### config.mk
export PLATFORM = sky130hd
export DESIGN_NAME = chunked_transfer_job_engine_core
export DESIGN_NICKNAME = d
export VERILOG_FILES = /design/src/hw/rtl/ctj_pkg.sv /design/src/hw/rtl/ctj_ctrl.sv /design/src/hw/rtl/ctj_dp.sv /design/src/hw/rtl/chunked_transfer_job_engine_core.sv
export VERILOG_INCLUDE_DIRS = /design/src /design/src/hw/rtl
export SDC_FILE = /design/constraint.sdc
export NUM_CORES = 2
export LEC_CHECK = 0
export ABC_AREA = 0
export BUFFER_PORTS_ARGS = -buffer_cell sky130_fd_sc_hd__buf_4
export CAP_MARGIN = 20
export CORE_MARGIN = 5
export CORE_UTILIZATION = 46
export CTS_BUF_LIST = sky130_fd_sc_hd__clkbuf_4
export DETAILED_ROUTE_END_ITERATION = 6
export HOLD_SLACK_MARGIN = 0.1
export PLACE_DENSITY = 0.6
export SLEW_MARGIN = 25
export SYNTH_ARGS = -nofsm -noshare
export SYNTH_HDL_FRONTEND = slang
export SYNTH_HIERARCHICAL = 1
export SYNTH_SLANG_ARGS = --single-unit
### constraint.sdc
create_clock -name i_clk -period 55.7 [get_ports i_clk]
set_input_delay 5.57 -clock i_clk [delete_from_list [all_inputs] [get_ports i_clk]]
set_output_delay 5.57 -clock i_clk [all_outputs]
set_load 0.02 [all_outputs]
### src/hw/rtl/chunked_transfer_job_engine_core_defines.svh
// ----------------------------------------------------------------------------
// Chunked transfer job engine assertion macros
// Concurrent checks clocked on a rising edge, switched off with ASSERT_OFF.
// ----------------------------------------------------------------------------
`ifndef CHUNKED_TRANSFER_JOB_ENGINE_CORE_DEFINES_SVH
`define CHUNKED_TRANSFER_JOB_ENGINE_CORE_DEFINES_SVH
`ifndef ASSERT_OFF
// check that a property holds at every rising edge out of reset
`define CTJ_ASSERT(label, clk, rst_n, prop) \
    label: assert property (@(posedge clk) disable iff (!rst_n) (prop)) \
        else $error("ctj assertion failed");
// check that a condition never occurs out of reset
`define CTJ_NEVER(label, clk, rst_n, cond) \
    label: assert property (@(posedge clk) disable iff (!rst_n) !(cond)) \
        else $error("ctj forbidden condition seen");
`else
`define CTJ_ASSERT(label, clk, rst_n, prop)
`define CTJ_NEVER(label, clk, rst_n, cond)
`endif
`endif

### src/hw/rtl/ctj_pkg.sv
// ----------------------------------------------------------------------------
// Chunked transfer job engine package
// Operation, result and phase codes and the control/status types.
// ----------------------------------------------------------------------------
`timescale 1ns / 1ps
package ctj_pkg;

    // input operation codes
    localparam logic [2:0] OP_TICK  = 3'd0;
    localparam logic [2:0] OP_OFFER = 3'd1;
    localparam logic [2:0] OP_REQ   = 3'd2;
    localparam logic [2:0] OP_DATA  = 3'd3;
    localparam logic [2:0] OP_SEND  = 3'd4;
    localparam logic [2:0] OP_INIT  = 3'd5;

    // result kinds
    localparam logic [2:0] KIND_REQUEST  = 3'd0;
    localparam logic [2:0] KIND_OFFER    = 3'd1;
    localparam logic [2:0] KIND_READ     = 3'd2;
    localparam logic [2:0] KIND_WRITE    = 3'd3;
    localparam logic [2:0] KIND_COMPLETE = 3'd4;

    // slot phases
    localparam logic [1:0] PH_FREE    = 2'd0;
    localparam logic [1:0] PH_OFFERED = 2'd1;
    localparam logic [1:0] PH_XFER    = 2'd2;
    localparam logic [1:0] PH_DONE    = 2'd3;

    // register indexes
    localparam logic REG_TARGET_PORT   = 1'b0;
    localparam logic REG_STALL_TIMEOUT = 1'b1;

    localparam int MAX_RESULTS = 8;

    typedef struct packed {
        logic [2:0]  kind;
        logic [2:0]  slot;
        logic [31:0] ident;
        logic [47:0] offset;
        logic [31:0] length;
        logic [31:0] dest;
        logic [15:0] port;
    } t_result;

    // controller to datapath
    typedef struct packed {
        logic load;
        logic clear;
        logic scan;
        logic tick_upd;
        logic commit1;
        logic commit2;
        logic commit3;
        logic flush;
    } t_cmd;

    // datapath to controller
    typedef struct packed {
        logic stall_hit;
        logic push_ok;
        logic pend_v;
        logic out_free;
    } t_sts;

endpackage

### src/hw/rtl/ctj_ctrl.sv
// ----------------------------------------------------------------------------
// Chunked transfer job engine controller
// Sequences the slot scan, commit steps and result flush for one item.
// ----------------------------------------------------------------------------
`timescale 1ns / 1ps
module ctj_ctrl #(
    parameter int JOB_SLOTS = 8,
    parameter int IW        = 3
) (
    input  logic            i_clk,
    input  logic            i_rst_n,
    input  logic            i_s_tvalid,
    input  logic [2:0]      i_op,
    output logic            o_s_tready,
    input  ctj_pkg::t_sts   i_sts,
    output ctj_pkg::t_cmd   o_cmd,
    output logic [IW-1:0]   o_idx
);
    import ctj_pkg::*;

    typedef enum logic [2:0] {
        S_IDLE, S_SCAN, S_COMMIT1, S_COMMIT2, S_COMMIT3, S_FLUSH
    } t_state;

    t_state        r_state, n_state;
    logic [2:0]    r_op, n_op;
    logic [IW-1:0] r_idx, n_idx;
    logic [3:0]    r_n, n_n;
    logic          w_last;
    logic          w_accept;

    assign w_last     = (r_idx == IW'(JOB_SLOTS - 1));
    assign o_s_tready = (r_state == S_IDLE);
    assign w_accept   = o_s_tready && i_s_tvalid;
    assign o_idx      = r_idx;

    // next state and commands
    always_comb begin
        n_state = r_state;
        n_op    = r_op;
        n_idx   = r_idx;
        n_n     = r_n;
        o_cmd   = '0;
        case (r_state)
            S_IDLE: begin
                if (w_accept) begin
                    o_cmd.load  = 1'b1;
                    o_cmd.clear = (i_op == OP_INIT);
                    n_op  = i_op;
                    n_idx = '0;
                    n_n   = '0;
                    if (i_op inside {OP_TICK, OP_OFFER, OP_REQ, OP_DATA, OP_SEND}) begin
                        n_state = S_SCAN;
                    end
                end
            end
            S_SCAN: begin
                if (r_op == OP_TICK) begin
                    if (i_sts.stall_hit) begin
                        if (i_sts.push_ok) begin
                            o_cmd.tick_upd = 1'b1;
                            n_n = r_n + 4'd1;
                            if (w_last || r_n == 4'(MAX_RESULTS - 1)) begin
                                n_state = S_FLUSH;
                            end else begin
                                n_idx = r_idx + 1'b1;
                            end
                        end
                    end else if (w_last) begin
                        n_state = S_FLUSH;
                    end else begin
                        n_idx = r_idx + 1'b1;
                    end
                end else begin
                    o_cmd.scan = 1'b1;
                    if (w_last) begin
                        n_state = S_COMMIT1;
                    end else begin
                        n_idx = r_idx + 1'b1;
                    end
                end
            end
            S_COMMIT1: begin
                if (i_sts.push_ok) begin
                    o_cmd.commit1 = 1'b1;
                    n_state = (r_op == OP_DATA) ? S_COMMIT2 : S_FLUSH;
                end
            end
            S_COMMIT2: begin
                o_cmd.commit2 = 1'b1;
                n_state = S_COMMIT3;
            end
            S_COMMIT3: begin
                if (i_sts.push_ok) begin
                    o_cmd.commit3 = 1'b1;
                    n_state = S_FLUSH;
                end
            end
            S_FLUSH: begin
                if (!i_sts.pend_v) begin
                    n_state = S_IDLE;
                end else if (i_sts.out_free) begin
                    o_cmd.flush = 1'b1;
                    n_state = S_IDLE;
                end
            end
            default: n_state = S_IDLE;
        endcase
    end

    // hold state and scan counters
    always_ff @(posedge i_clk) begin
        if (!i_rst_n) begin
            r_state <= S_IDLE;
            r_op    <= OP_TICK;
            r_idx   <= '0;
            r_n     <= '0;
        end else begin
            r_state <= n_state;
            r_op    <= n_op;
            r_idx   <= n_idx;
            r_n     <= n_n;
        end
    end

endmodule

### src/hw/rtl/ctj_dp.sv
// ----------------------------------------------------------------------------
// Chunked transfer job engine datapath
// Job table, slot finders, window arithmetic and the result queue.
// ----------------------------------------------------------------------------
`timescale 1ns / 1ps
module ctj_dp #(
    parameter int          JOB_SLOTS   = 8,
    parameter int          IW          = 3,
    parameter logic [31:0] CHUNK_BYTES = 32'd1048576
) (
    input  logic              i_clk,
    input  logic              i_rst_n,
    input  ctj_pkg::t_cmd     i_cmd,
    input  logic [IW-1:0]     i_idx,
    output ctj_pkg::t_sts     o_sts,
    input  logic [2:0]        i_op,
    input  logic [223:0]      i_in_data,
    input  logic [15:0]       i_port,
    input  logic [7:0]        i_timeout,
    output logic              o_valid,
    input  logic              i_ready,
    output ctj_pkg::t_result  o_res,
    output logic              o_last
);
    import ctj_pkg::*;

    localparam logic [47:0] CHUNK48 = {16'd0, CHUNK_BYTES};
    localparam logic [47:0] MAX48   = {48{1'b1}};

    // latched item
    logic [2:0]  r_op;
    logic [31:0] r_now, r_id, r_cnt, r_addr;
    logic [47:0] r_fsize, r_off;

    // job table
    logic [1:0]  r_phase [JOB_SLOTS];
    logic [31:0] r_own   [JOB_SLOTS];
    logic [31:0] r_peer  [JOB_SLOTS];
    logic [31:0] r_ip    [JOB_SLOTS];
    logic [47:0] r_size  [JOB_SLOTS];
    logic [47:0] r_done  [JOB_SLOTS];
    logic [47:0] r_wend  [JOB_SLOTS];
    logic [31:0] r_act   [JOB_SLOTS];

    // finders
    logic          r_ofh, r_frh, r_xh, r_take;
    logic [IW-1:0] r_ofi, r_fri, r_xi;

    // result queue
    t_result r_pend, r_out;
    logic    r_pend_v, r_out_v, r_out_last;

    logic [IW-1:0] w_rd;
    logic [1:0]    w_phase;
    logic [47:0]   w_size, w_done, w_wend, w_rem, w_wlen, w_olen;
    logic [31:0]   w_own, w_peer, w_ip, w_act, w_age;
    logic [48:0]   w_sum;
    logic [47:0]   w_nd;
    logic          w_stall, w_out_free, w_push;
    t_result       w_new;

    // select the slot being read
    always_comb begin
        if (i_cmd.scan || i_cmd.tick_upd || r_op == OP_TICK) begin
            w_rd = i_idx;
        end else if (r_op == OP_REQ) begin
            w_rd = r_ofi;
        end else begin
            w_rd = r_xi;
        end
    end

    assign w_phase = r_phase[w_rd];
    assign w_own   = r_own[w_rd];
    assign w_peer  = r_peer[w_rd];
    assign w_ip    = r_ip[w_rd];
    assign w_size  = r_size[w_rd];
    assign w_done  = r_done[w_rd];
    assign w_wend  = r_wend[w_rd];
    assign w_act   = r_act[w_rd];

    // window length and stall test
    assign w_rem   = (w_done < w_size) ? (w_size - w_done) : 48'd0;
    assign w_wlen  = (w_rem < CHUNK48) ? w_rem : CHUNK48;
    assign w_olen  = (r_fsize < CHUNK48) ? r_fsize : CHUNK48;
    assign w_age   = r_now - w_act;
    assign w_stall = (w_phase == PH_XFER) && (w_done < w_wend) && (w_age > {24'd0, i_timeout});
    assign w_sum   = {1'b0, w_done} + {17'd0, r_cnt};
    assign w_nd    = w_sum[48] ? MAX48 : w_sum[47:0];

    assign w_out_free = !r_out_v || i_ready;
    assign o_sts.stall_hit = w_stall;
    assign o_sts.out_free  = w_out_free;
    assign o_sts.pend_v    = r_pend_v;
    assign o_sts.push_ok   = !r_pend_v || w_out_free;

    // build the result of this step
    always_comb begin
        w_push = 1'b0;
        w_new  = '0;
        if (i_cmd.tick_upd) begin
            w_push = 1'b1;
            w_new  = '{KIND_REQUEST, 3'(i_idx), w_peer, w_done, w_wlen[31:0], w_ip, i_port};
        end else if (i_cmd.commit1) begin
            case (r_op)
                OP_OFFER: begin
                    w_push = !r_ofh && r_frh;
                    w_new  = '{KIND_REQUEST, 3'(r_fri), r_id, 48'd0, w_olen[31:0], r_addr,
                               i_port};
                end
                OP_REQ: begin
                    w_push = r_ofh;
                    w_new  = '{KIND_READ, 3'(r_ofi), w_own, r_off,
                               (r_cnt < CHUNK_BYTES) ? r_cnt : CHUNK_BYTES, r_addr, i_port};
                end
                OP_SEND: begin
                    w_push = r_frh;
                    w_new  = '{KIND_OFFER, 3'(r_fri), r_id, r_fsize,
                               (r_fsize[47:32] != 16'd0) ? 32'hFFFF_FFFF : r_fsize[31:0],
                               r_addr, i_port};
                end
                OP_DATA: begin
                    w_push = 1'b1;
                    w_new  = '{KIND_WRITE, r_xh ? 3'(r_xi) : 3'd0, 32'd0, r_off, r_cnt,
                               32'd0, 16'd0};
                end
                default: w_push = 1'b0;
            endcase
        end else if (i_cmd.commit3 && r_take) begin
            if (w_done < w_size) begin
                w_push = (w_done >= w_wend);
                w_new  = '{KIND_REQUEST, 3'(r_xi), w_peer, w_done, w_wlen[31:0], r_addr,
                           i_port};
            end else begin
                w_push = 1'b1;
                w_new  = '{KIND_COMPLETE, 3'(r_xi), w_peer, w_done, 32'd0, 32'd0, 16'd0};
            end
        end
    end

    // latch the item and run the finders
    always_ff @(posedge i_clk) begin
        if (i_cmd.load) begin
            r_op    <= i_op;
            r_now   <= i_in_data[31:0];
            r_id    <= i_in_data[63:32];
            r_fsize <= i_in_data[111:64];
            r_off   <= i_in_data[159:112];
            r_cnt   <= i_in_data[191:160];
            r_addr  <= i_in_data[223:192];
            r_ofh   <= 1'b0;
            r_frh   <= 1'b0;
            r_xh    <= 1'b0;
            r_take  <= 1'b0;
        end else if (i_cmd.scan) begin
            if (!r_ofh && w_phase == PH_OFFERED && w_own == r_id) begin
                r_ofh <= 1'b1;
                r_ofi <= i_idx;
            end
            if (!r_frh && w_phase == PH_FREE) begin
                r_frh <= 1'b1;
                r_fri <= i_idx;
            end
            if (!r_xh && w_phase == PH_XFER) begin
                r_xh <= 1'b1;
                r_xi <= i_idx;
            end
        end else if (i_cmd.commit2) begin
            r_take <= r_xh && (r_off == w_done);
        end
    end

    // update slot fields
    always_ff @(posedge i_clk) begin
        if (i_cmd.tick_upd) begin
            r_wend[i_idx] <= w_done + w_wlen;
            r_act[i_idx]  <= r_now;
        end else if (i_cmd.commit1 && r_op == OP_OFFER && !r_ofh && r_frh) begin
            r_size[r_fri] <= r_fsize;
            r_done[r_fri] <= 48'd0;
            r_peer[r_fri] <= r_id;
            r_ip[r_fri]   <= r_addr;
            r_wend[r_fri] <= w_olen;
            r_act[r_fri]  <= 32'd0;
        end else if (i_cmd.commit1 && r_op == OP_SEND && r_frh) begin
            r_own[r_fri]  <= r_id;
            r_size[r_fri] <= r_fsize;
        end else if (i_cmd.commit2 && r_xh && r_off == w_done) begin
            r_done[r_xi] <= w_nd;
            r_act[r_xi]  <= r_now;
        end else if (i_cmd.commit3 && r_take && w_done < w_size && w_done >= w_wend) begin
            r_wend[r_xi] <= w_done + w_wlen;
        end
    end

    // hold slot phases
    always_ff @(posedge i_clk) begin
        if (!i_rst_n || i_cmd.clear) begin
            for (int k = 0; k < JOB_SLOTS; k++) begin
                r_phase[k] <= PH_FREE;
            end
        end else if (i_cmd.commit1 && r_op == OP_OFFER && !r_ofh && r_frh) begin
            r_phase[r_fri] <= PH_XFER;
        end else if (i_cmd.commit1 && r_op == OP_SEND && r_frh) begin
            r_phase[r_fri] <= PH_OFFERED;
        end else if (i_cmd.commit3 && r_take && !(w_done < w_size)) begin
            r_phase[r_xi] <= PH_DONE;
        end
    end

    // advance the result queue
    always_ff @(posedge i_clk) begin
        if (!i_rst_n) begin
            r_pend_v   <= 1'b0;
            r_out_v    <= 1'b0;
            r_out_last <= 1'b0;
        end else begin
            if (w_push) begin
                r_pend   <= w_new;
                r_pend_v <= 1'b1;
                if (r_pend_v) begin
                    r_out      <= r_pend;
                    r_out_last <= 1'b0;
                    r_out_v    <= 1'b1;
                end else if (i_ready) begin
                    r_out_v <= 1'b0;
                end
            end else if (i_cmd.flush) begin
                r_out      <= r_pend;
                r_out_last <= 1'b1;
                r_out_v    <= 1'b1;
                r_pend_v   <= 1'b0;
            end else if (i_ready) begin
                r_out_v <= 1'b0;
            end
        end
    end

    assign o_valid = r_out_v;
    assign o_res   = r_out;
    assign o_last  = r_out_last;

endmodule

### src/hw/rtl/chunked_transfer_job_engine_core.sv
// Chunked transfer job engine.
// Slave stream: one decoded event per transfer, operation in s_tuser, the
// event fields in s_tdata. Master stream: zero to eight results per event,
// kind in m_tuser, s_tlast-style m_tlast marks the final result of an event.
// APB port: register 0 target_port, register 1 stall_timeout (reset 5).
// Each tick, offer, chunk request, chunk data or user send event walks the job
// table one slot per cycle after its accept cycle; a tick holds at a slot while
// its request cannot be queued. A tick then flushes; an offer, chunk request or
// user send commits its result, if any, and flushes; chunk data commits its
// write, advances its slot and may queue the next request or a completion.
// The next event is accepted only after all results of the current one sit
// in the output register.
// Reset frees every slot; init does the same and keeps the registers. A
// stalled receiver holds the output register and the engine waits at its
// next result; no result is dropped.
// ----------------------------------------------------------------------------
// Chunked transfer job engine top level
// Joins the controller, datapath and configuration registers.
// ----------------------------------------------------------------------------
`timescale 1ns / 1ps
`include "chunked_transfer_job_engine_core_defines.svh"
module chunked_transfer_job_engine_core #(
    parameter int          JOB_SLOTS   = 8,
    parameter logic [31:0] CHUNK_BYTES = 32'd1048576
) (
    input  logic          i_clk,
    input  logic          i_rst_n,
    input  logic          i_s_tvalid,
    output logic          o_s_tready,
    // now, job_ident, file length, byte_offset, byte_count, peer_address
    input  logic [223:0]  i_s_tdata,
    // operation
    input  logic [2:0]    i_s_tuser,
    output logic          o_m_tvalid,
    input  logic          i_m_tready,
    // slot, ident_out, offset_out, length_out, dest_address, dest_port, pad
    output logic [167:0]  o_m_tdata,
    // kind
    output logic [2:0]    o_m_tuser,
    output logic          o_m_tlast,
    input  logic          psel,
    input  logic          penable,
    input  logic          pwrite,
    input  logic [2:0]    paddr,
    input  logic [31:0]   pwdata,
    output logic [31:0]   prdata,
    output logic          pready
);
    import ctj_pkg::*;

    localparam int IW = (JOB_SLOTS > 1) ? $clog2(JOB_SLOTS) : 1;

    logic [15:0]   r_port;
    logic [7:0]    r_timeout;
    t_cmd          w_cmd;
    t_sts          w_sts;
    logic [IW-1:0] w_idx;
    t_result       w_res;

    // configuration registers
    assign pready = 1'b1;
    always_ff @(posedge i_clk) begin
        if (!i_rst_n) begin
            r_port    <= 16'd0;
            r_timeout <= 8'd5;
        end else if (psel && penable && pwrite && pready) begin
            if (paddr[2] == REG_TARGET_PORT) begin
                r_port <= pwdata[15:0];
            end else begin
                r_timeout <= pwdata[7:0];
            end
        end
    end
    assign prdata = (paddr[2] == REG_STALL_TIMEOUT) ? {24'd0, r_timeout} : {16'd0, r_port};

    ctj_ctrl #(.JOB_SLOTS(JOB_SLOTS), .IW(IW)) u_ctrl (
        .i_clk      (i_clk),
        .i_rst_n    (i_rst_n),
        .i_s_tvalid (i_s_tvalid),
        .i_op       (i_s_tuser),
        .o_s_tready (o_s_tready),
        .i_sts      (w_sts),
        .o_cmd      (w_cmd),
        .o_idx      (w_idx)
    );

    ctj_dp #(.JOB_SLOTS(JOB_SLOTS), .IW(IW), .CHUNK_BYTES(CHUNK_BYTES)) u_dp (
        .i_clk     (i_clk),
        .i_rst_n   (i_rst_n),
        .i_cmd     (w_cmd),
        .i_idx     (w_idx),
        .o_sts     (w_sts),
        .i_op      (i_s_tuser),
        .i_in_data (i_s_tdata),
        .i_port    (r_port),
        .i_timeout (r_timeout),
        .o_valid   (o_m_tvalid),
        .i_ready   (i_m_tready),
        .o_res     (w_res),
        .o_last    (o_m_tlast)
    );

    assign o_m_tuser = w_res.kind;
    assign o_m_tdata = {5'd0, w_res.port, w_res.dest, w_res.length, w_res.offset,
                        w_res.ident, w_res.slot};

    // an idle engine holds no queued result
    `CTJ_ASSERT(a_idle_empty, i_clk, i_rst_n, o_s_tready |-> !w_sts.pend_v)
    // a non-final result means the event is still in progress
    `CTJ_NEVER(a_partial_busy, i_clk, i_rst_n, o_m_tvalid && !o_m_tlast && o_s_tready)

endmodule
==> flow_metrics.py <==
metrics = {
    "outcome": {
        "status": "complete, but fails checks",
        "violations": "design-rule violations",
    },
    "sta": {
        "maxSlewViolCount": 0,
        "slew_headroom_pct": 27.3,
        "finalCritPeriodShare_pct": 33.6,
        "tns_ns": 0,
        "period_minus_slack_ns": 18.72,
        "hold_violations": 0,
        "setup_violations": 0,
        "fmax_mhz": 53.4,
        "fin_skew_ns": 0.130,
        "rsz0062_at_grt": "no",
        "worstMarginPinSlew_ns": 1.07,
    },
    "global_routing": {
        "antenna_found_initial": 13,
        "use_met1_pct": 31.9,
        "grtUsageMet3_pct": 4.77,
        "grt_start_max_net_pins": 91,
        "gr-total-overflow": 0,
        "grt_pass1_wl_um": 459000,
        "grt.total_usage_pct": 23.3,
        "top_usage_layer": "met2",
        "grt_pass1_vias": 68600,
        "grtUsageMet2_pct": 38.3,
    },
    "yosys": {
        "syn_area_um2": 118000,
        "ys_seq_elements": 2804,
        "synth_top_area_share_pct": 70.3,
        "async_reset_ff_share_pct": 0,
        "synth_seq_area_share_pct": 71.0,
        "ys.flop_type": "edfxtp_1",
        "synth_edf_count": 2760,
        "netlist_instances": 6634,
        "yosys-top-cells-area": "edfxtp_1 70%, mux4_2 10%, ha_1 2.2%",
        "yosysUniqueCellTypes": 119,
        "ys_warn_count": 6,
        "avgSynthCellArea_um2": 17.8,
        "synth_area_leader_cell": "edfxtp_1",
    },
    "worst_hold_path": {
        "hp-start": "u_dp/r_pend[49]",
        "hold_depth": 0,
        "hold_path_end": "u_dp/o_res[49]",
        "hp-class": "reg -> reg",
    },
    "final_layout": {
        "drive_above_1_share_pct": 30.8,
        "area_growth_pct": 14.5,
        "fin_nets": 8146,
        "num-fill-cells": 20900,
    },
    "worst_setup_path": {
        "crit_arrival_ns": 19.90,
        "cp_max_fo": 86,
        "endpoint_kind": "flip-flop",
        "crit_start": "i_m_tready",
        "r2r-end": "u_dp/r_wend[7][35]",
        "crit_path_max_incr_delay_ns": 0.86,
        "r2r_cells": 39,
        "slowest_stage": "o31ai_1",
        "worstPathRequired_ns": 56.89,
        "critPathTopFamily": "compound AO/OA/AOI/OAI gates",
        "crit_buf_inv": 6,
        "worstReg2RegStart": "u_dp/o_valid",
        "criticalPathCategory": "in -> reg",
        "reg2reg_slack_ns": 40.86,
        "cp-start-kind": "input port",
    },
    "clock_network": {
        "clkLatencyLatePin_ns": 1.55,
        "tritoncts": "built",
        "cts.sinks": 2804,
        "path_clk_slew_ns": 0.07,
        "cts_setup_buffers": 0,
        "clockBufferDepth": 4,
        "ctsResizeCount": 0,
        "postCtsHoldBufs": 0,
        "numCtsBuffers": 722,
        "htreeDepth": 6,
        "root_buffer": "clkbuf_4",
    },
    "placement": {
        "port_buffers": 435,
        "dpl.hpwl_um": 198000,
        "gp_congestion": 0.950,
    },
    "die": {
        "die_height_um": 516,
        "placementRows": 186,
        "die_area_um2": 267000,
        "initial_core_util_pct": 46.1,
        "die_w_um": 516,
        "design.core.area_um2": 256000,
        "io_pins": 476,
    },
    "detailed_routing": {
        "num_vias": 67100,
        "final_antenna_net_count": 0,
        "drc": 1,
        "first_pass_iters": 7,
        "drt_iter0_drc": 5982,
        "viasPerCell": 5.78,
        "wl_um": 317000,
        "wl_per_cell_um": 27.4,
    },
    "pwr": {
        "ir_drop_mv": 0.0209,
        "finalPower_mw": 5.43,
        "power_density_nw_per_um2": 40.2,
        "p_leak_nw": 47.6,
    },
    "job": {
        "maxCapViolCount": 0,
    },
}
layout by cell type, fill, tap and decap left out, drive strengths merged, types with 67 or more instances in the layout:
cell,count
buf,585
mux2i,229
nor2,267
a21oi,299
mux4,544
ha,212
nor2b,67
o22ai,93
xnor2,155
nand2,304
o21ai,203
inv,145
clkinv,184
edfxtp,2760
clkbuf,1043
mux2,97
nand3,79
power by group:
part / switching, mW / internal [mW] / total (mW)
registers: 0.0896 / 2.43 / 2.52
logic: 0.682 / 0.493 / 1.18
clock network: 0.833 / 0.904 / 1.74
total: 1.61 / 3.82 / 5.43
cell usage after synthesis, drive strengths merged, types with 25 or more instances:
library cell / n
buf: 143
nor4: 47
ha: 212
or3: 25
a21o: 52
o21ai: 203
xor2: 52
clkbuf: 183
inv: 130
xnor2: 155
dfxtp: 44
mux2i: 229
nand2: 304
mux2: 97
or2: 26
mux4: 544
o21bai: 26
nand3: 79
nor3: 59
nor2: 267
edfxtp: 2760
a22oi: 63
o21a: 37
a21oi: 299
nand4: 45
nor2b: 67
and2: 49
o22ai: 93
nand2b: 51
worst max-delay path by stage:
| stage | depth (start not counted) | to |
|---|---|---|
| floorplan | 31 | u_dp/o_res[0] |
| global route | 41 | u_dp/r_wend[4][35] |
| finish | 40 | u_dp/r_wend[7][35] |
| detailed placement | 41 | u_dp/r_wend[0][35] |
| CTS | 41 | u_dp/r_wend[7][35] |
| global placement | 41 | u_dp/r_wend[0][35] |
state kept, by name (all words and copies together) (netlist names), 48 cells and up:
name,flops
u_dp/r_fsize,48
u_dp/o_res,166
u_dp/r_wend,384
u_dp/r_act,256
u_dp/r_peer,256
u_dp/r_done,384
u_dp/r_own,256
u_dp/r_ip,256
u_dp/r_pend,166
u_dp/r_off,48
u_dp/r_size,384
final cells by class:
class	count	area [um2]	share of cell area, %
antenna	15	37.5	0.0278
clock buffer	1043	7830	5.80
clock inverter	223	1300	0.963
inverter	132	514	0.381
multi-input combinational	3416	32900	24.4
sequential	2804	83800	62.0
tap	3384	4230	3.13
timing repair buffer	585	4480	3.31
layer usage:
| metal | vias up | share of wire, % |
|---|---|---|
| met5 | - | 0.013 |
| met4 | 6 | 2.4 |
| met3 | 471 | 7.4 |
| met2 | 2671 | 49 |
| met1 | 34700 | 42 |
| li1 | 29300 | - |
stage by stage:
step	hold slack, ns	util [%]	instance area, um2	setup slack, ns	cells
6_report	0.382	52.8	135000	36.99	11600
5_1_grt	0.387	52.7	135000	36.20	11600
4_1_cts	0.370	52.7	135000	37.25	11600
3_5_place_dp	0.405	49.2	126000	35.56	10300
3_3_place_gp	0.403	49.1	126000	35.44	10300
2_1_floorplan	0.400	-	118000	30.48	6678
logic make-up after synthesis:
kind of cell | synth area share (%)
flip-flops | 71.0
AND/OR/NAND/NOR | 4.60
AO/OA/AOI/OAI | 5.43
multiplexers | 13.3
buffers and inverters | 1.74
adder cells (fa/ha/maj) | 2.32
XOR/XNOR | 1.55
other | 0.00954
Note: power is estimated with default switching activity, not from simulation.
